### src/design/crtt_pkg.sv
// Shared types and constants of the call/return trace table.
`default_nettype none
package crtt_pkg;

  localparam int ENTRIES_DEF   = 4096;
  localparam int MAX_DEPTH_DEF = 255;

  localparam int FUNC_W      = 2;
  localparam int ADDR_W      = 32;
  localparam int LEN_W       = 31;
  localparam int STATUS_W    = 3;
  localparam int INDEX_W     = 12;
  localparam int DEPTH_OUT_W = 8;

  localparam int IN_TDATA_W  = 96;
  localparam int OUT_TDATA_W = 88;

  localparam int QUEUE_DEPTH = 4;
  localparam int QPTR_W      = $clog2(QUEUE_DEPTH);

  localparam logic [FUNC_W-1:0] FUNC_ADD  = 2'd0;
  localparam logic [FUNC_W-1:0] FUNC_CALL = 2'd1;
  localparam logic [FUNC_W-1:0] FUNC_RET  = 2'd2;
  localparam logic [FUNC_W-1:0] FUNC_NONE = 2'd3;

  localparam logic [STATUS_W-1:0] ST_ADDED = 3'd0;
  localparam logic [STATUS_W-1:0] ST_FULL  = 3'd1;
  localparam logic [STATUS_W-1:0] ST_CALL  = 3'd2;
  localparam logic [STATUS_W-1:0] ST_RET   = 3'd3;
  localparam logic [STATUS_W-1:0] ST_MISS  = 3'd4;

  typedef enum logic [1:0] {
    KIND_ADD,
    KIND_CALL,
    KIND_RET,
    KIND_NOP
  } kind_t;

  typedef struct packed {
    kind_t             kind;
    logic [ADDR_W-1:0] pc;
    logic [ADDR_W-1:0] target;
    logic [LEN_W-1:0]  length;
  } cmd_t;

  typedef struct packed {
    logic [STATUS_W-1:0]    status;
    logic [INDEX_W-1:0]     entry_index;
    logic [DEPTH_OUT_W-1:0] depth_before;
    logic [ADDR_W-1:0]      entry_start;
    logic [ADDR_W-1:0]      pc_out;
  } result_t;

endpackage
`default_nettype wire

### src/design/crtt_queue.sv
// Short command queue between the front and the lookup engine.
`default_nettype none
module crtt_queue (
  input  wire logic           clk,
  input  wire logic           rst,
  input  wire logic           push,
  input  wire crtt_pkg::cmd_t push_cmd,
  output logic                full,
  input  wire logic           pop,
  output logic                valid,
  output crtt_pkg::cmd_t      head
);
  import crtt_pkg::*;

  cmd_t              slots [QUEUE_DEPTH];
  logic [QPTR_W-1:0] wr_ptr;
  logic [QPTR_W-1:0] rd_ptr;
  logic [QPTR_W:0]   fill;
  logic              do_pop;

  assign full   = fill == (QPTR_W + 1)'(QUEUE_DEPTH);
  assign valid  = fill != '0;
  assign head   = slots[rd_ptr];
  assign do_pop = pop && valid;

  always_ff @(posedge clk) begin
    if (push) begin
      slots[wr_ptr] <= push_cmd;
    end
  end

  always_ff @(posedge clk) begin
    if (rst) begin
      wr_ptr <= '0;
      rd_ptr <= '0;
      fill   <= '0;
    end else begin
      if (push) wr_ptr <= wr_ptr + 1'b1;
      if (do_pop) rd_ptr <= rd_ptr + 1'b1;
      if (push && !do_pop) begin
        fill <= fill + 1'b1;
      end else if (do_pop && !push) begin
        fill <= fill - 1'b1;
      end
    end
  end

endmodule
`default_nettype wire

### config.mk
export PLATFORM = sky130hd
export DESIGN_NAME = crtt_queue
export DESIGN_NICKNAME = d
export VERILOG_FILES = /design/src/design/crtt_pkg.sv /design/src/design/crtt_queue.sv
export SDC_FILE = /design/constraint.sdc
export NUM_CORES = 1
export LEC_CHECK = 0
export ABC_CLOCK_PERIOD_IN_PS = 3210
export BUFFER_PORTS_ARGS = -buffer_cell sky130_fd_sc_hd__buf_2
export CORE_ASPECT_RATIO = 0.8
export CORE_UTILIZATION = 40
export CTS_CLUSTER_SIZE = 20
export DETAILED_ROUTE_END_ITERATION = 8
export GPL_TIMING_DRIVEN = 0
export PLACE_DENSITY = 0.73
export SLEW_MARGIN = 20
export SYNTH_ARGS = -nofsm -noshare
export SYNTH_HDL_FRONTEND = slang
export SYNTH_SLANG_ARGS = --single-unit
### constraint.sdc
create_clock -name clk -period 3.21 [get_ports clk]
set_input_delay 0.4815 -clock clk [delete_from_list [all_inputs] [get_ports clk]]
set_output_delay 0.4815 -clock clk [all_outputs]
set_load 0.01 [all_outputs]
==> results.json <==
{
  "clock-sinks": 397,
  "grt_pass1_wl_um": 40950,
  "path_cells": "buf_2, clkbuf_1, mux4_2, buf_2",
  "p_per_area_nw_per_um2": 752.1,
  "async_flop_share_pct": 0,
  "drt-total-wl_um": 27320,
  "hold_start": "push_cmd[37]",
  "syn_inst": 551,
  "initial_core_util_pct": 41.08,
  "synth_edf_count": 388,
  "num_rows": 61,
  "ir_drop_mv": 0.5358,
  "crit_family": "buffers and inverters",
  "cts_buffers": 38,
  "maxSlewHeadroom_pct": 45.33,
  "r2r_start": "fill[0]",
  "ant_nets": 0,
  "skew_ns": 0.02099,
  "worst_slew_pin_slew_ns": 0.8201,
  "core_area_um2": 35110,
  "cp-start-kind": "flop",
  "slowest_stage": "clkbuf_1",
  "setup_viol": 0,
  "wire_per_inst_um": 21.00,
  "die_area_um2": 36830,
  "hold_viol": 0,
  "grt_max_degree": 46,
  "path_clk_slew_ns": 0.06,
  "insertion_delay_ns": 0.53,
  "cts_tree": "yes",
  "fin_crit_ns": 2.825,
  "cts_setup_buffers": 0,
  "synth_cell_types": 21,
  "grt_pass1_vias": 7012,
  "drv_cap": 0,
  "preCtsSetupSlack_ns": 0.8775,
  "die-height_um": 171.8,
  "root_buffer": "clkbuf_16",
  "crit_top_cell": "buf_2",
  "hold_slack_ns": 0.1585,
  "yosys_warnings": 0,
  "postCtsHoldBufs": 0,
  "post_cts_resized": 0,
  "io_pins": 200,
  "synth-seq-cells": 397,
  "portBuffers": 198,
  "holdPathStages": 1,
  "worstSetupPathType": "reg -> out",
  "crit_path_end_kind": "output pin",
  "fmax_mhz": 353.9,
  "syn-num-nets": 658,
  "max_stage_delay_ns": 0.66,
  "htreeDepth": 2,
  "power.leakage_nw": 5.823,
  "fin_nets": 904,
  "fin_crit_sh_pct": 88.02,
  "place.gp.congestion": 0.7093,
  "ys.flop_type": "edfxtp_1",
  "cp_data_required_time_ns": 2.73,
  "place_hpwl_um": 17300,
  "drv_slew": 0,
  "r2r_slack_ns": 0.96,
  "syn_area_per_cell_um2": 26.18,
  "worst-r2r-cell-count": 7,
  "track_usage_pct": 14.83,
  "post-route-util_pct": 49.62,
  "cp.arrival_ns": 2.34,
  "rsz0062_at_grt": "no",
  "syn_area_um2": 14420,
  "firstDrtPassIters": 4,
  "syn2layout_area_growth_pct": 20.78,
  "critPathBufInv": 3,
  "hold_end": "slots[3][37]",
  "overflow": 0,
  "clk_path_buf_depth": 3,
  "vias_per_cell": 5.010,
  "die_w_um": 214.3,
  "tns_ns": 0,
  "seq_area_frac_synth_pct": 82.03,
  "layout-drive-gt1-share_pct": 45.21,
  "drc": 0,
  "outcome": "finished, final reports clean",
  "antenna_found_initial": 3,
  "drtIter0Drc": 448,
  "crit_fanout": 10,
  "setup_ws_ns": 0.3846,
  "reg2reg_to": "fill[2]",
  "via_count": 6518,
  "min_path_type": "in -> reg"
}
-- layout by cell type (no fill, tap or decap) --
cell type / netlist / final
edfxtp_1: 388 / 388
buf_2: 11 / 209
mux4_2: 97 / 97
clkbuf_16: 0 / 41
clkbuf_1: 7 / 15
clkinv_1: 0 / 10
dfxtp_1: 9 / 9
buf_16: 0 / 8
nor2_1: 7 / 7
ha_1: 5 / 5
diode_2: 0 / 4
buf_8: 4 / 4
and2_4: 0 / 4
xor2_1: 4 / 4
clkinv_2: 0 / 4
inv_1: 3 / 3
or3_1: 2 / 2
mux2i_1: 2 / 2
clkinv_4: 0 / 2
clkinvlp_4: 0 / 2
buf_6: 1 / 1
o31ai_1: 1 / 1
nor3b_1: 1 / 1
xnor2_1: 1 / 1
o311ai_0: 1 / 1
o21ai_0: 1 / 1
a21oi_1: 1 / 1
fa_1: 1 / 1
bufinv_16: 0 / 1
-- routing by layer --
layer	vias up	share of wire, %	routed length, µm	global-route usage [%]
li1	2867	-	-	-
met1	3413	43	11640	19.34
met3	41	6.8	1851	4.279
met4	0	1.7	452	4.348
met2	197	49	13370	24.34
met5	-	0	0	0
-- sequential cells by signal, indices dropped and copies added, names as in the netlist, named ones only --
signal  count
slots     388
wr_ptr      2
rd_ptr      2
fill        3
-- power breakdown --
part,internal [W],leakage (nW),switching [W]
combinational,0.00141,1.62,0.00142
clock,0.00241,0.569,0.00181
sequential,0.00597,3.64,0.0000785
-- cell usage after synthesis, types with 2 or more instances --
master | instances | area, µm²
ha_1 | 5 | 62.56
mux2i_1 | 2 | 20.02
buf_2 | 11 | 55.05
nor2_1 | 7 | 26.28
buf_8 | 4 | 60.06
edfxtp_1 | 388 | 11650
dfxtp_1 | 9 | 180.2
xor2_1 | 4 | 35.03
inv_1 | 3 | 11.26
and2_1 | 4 | 25.02
clkbuf_1 | 7 | 26.28
or3_1 | 2 | 12.51
mux4_2 | 97 | 2185
-- worst max-delay path by stage --
stage	cells past startpoint	endpoint	slack, ns
2_1_floorplan	3	slots[2][0]	1.03
3_3_place_gp	2	slots[3][87]	-0.07
3_5_place_dp	4	head[25]	0.88
4_1_cts	4	head[25]	0.29
5_1_grt	4	head[27]	0.24
6_report	4	head[31]	0.38
-- logic make-up (layout without fill, tap and decap cells) --
family	Yosys count	count (layout)	synth area share, %
flops	397	397	82.03
mux	99	99	15.28
xor+xnor	5	5	0.3036
compound gates	4	4	0.1821
fa+ha+maj	6	6	0.5725
simple gates	14	14	0.4945
buf+inv	26	300	1.136
other cells	0	4	0
-- worst reg2reg max path, delay by kind of cell (launching register included) --
family                     cells  cell delay [ns]
AOI/OAI and AO/OA              2             0.59
xor gates and xnor gates       1             0.17
adders and majority gates      2             0.65
buffers and inverters          1             0.06
DFF                            1             0.39
and+or+nand+nor                1             0.31
-- cell type report --
cell class	instances	area, µm²
Fill cell	2788	17690
Clock inverter	19	120.1
Clock buffer	49	1056
Inverter	3	11.26
Timing Repair Buffer	206	1211
Multi-Input combinational cell	128	2439
Antenna cell	4	10.01
Sequential cell	397	11830
Buffer	23	152.6
Tap cell	472	590.6
-- metrics by stage --
stage / power (W) / instances / cell area, µm²
6_report: 0.01310 / 1301 / 17420
5_1_grt: 0.01366 / 1297 / 17410
4_1_cts: 0.01332 / 1297 / 17410
2_1_floorplan: 0.008009 / 551 / 14430
3_3_place_gp: 0.009009 / 1221 / 16010
3_5_place_dp: 0.009081 / 1229 / 16240
Note: power is estimated with default switching activity, not from simulation.
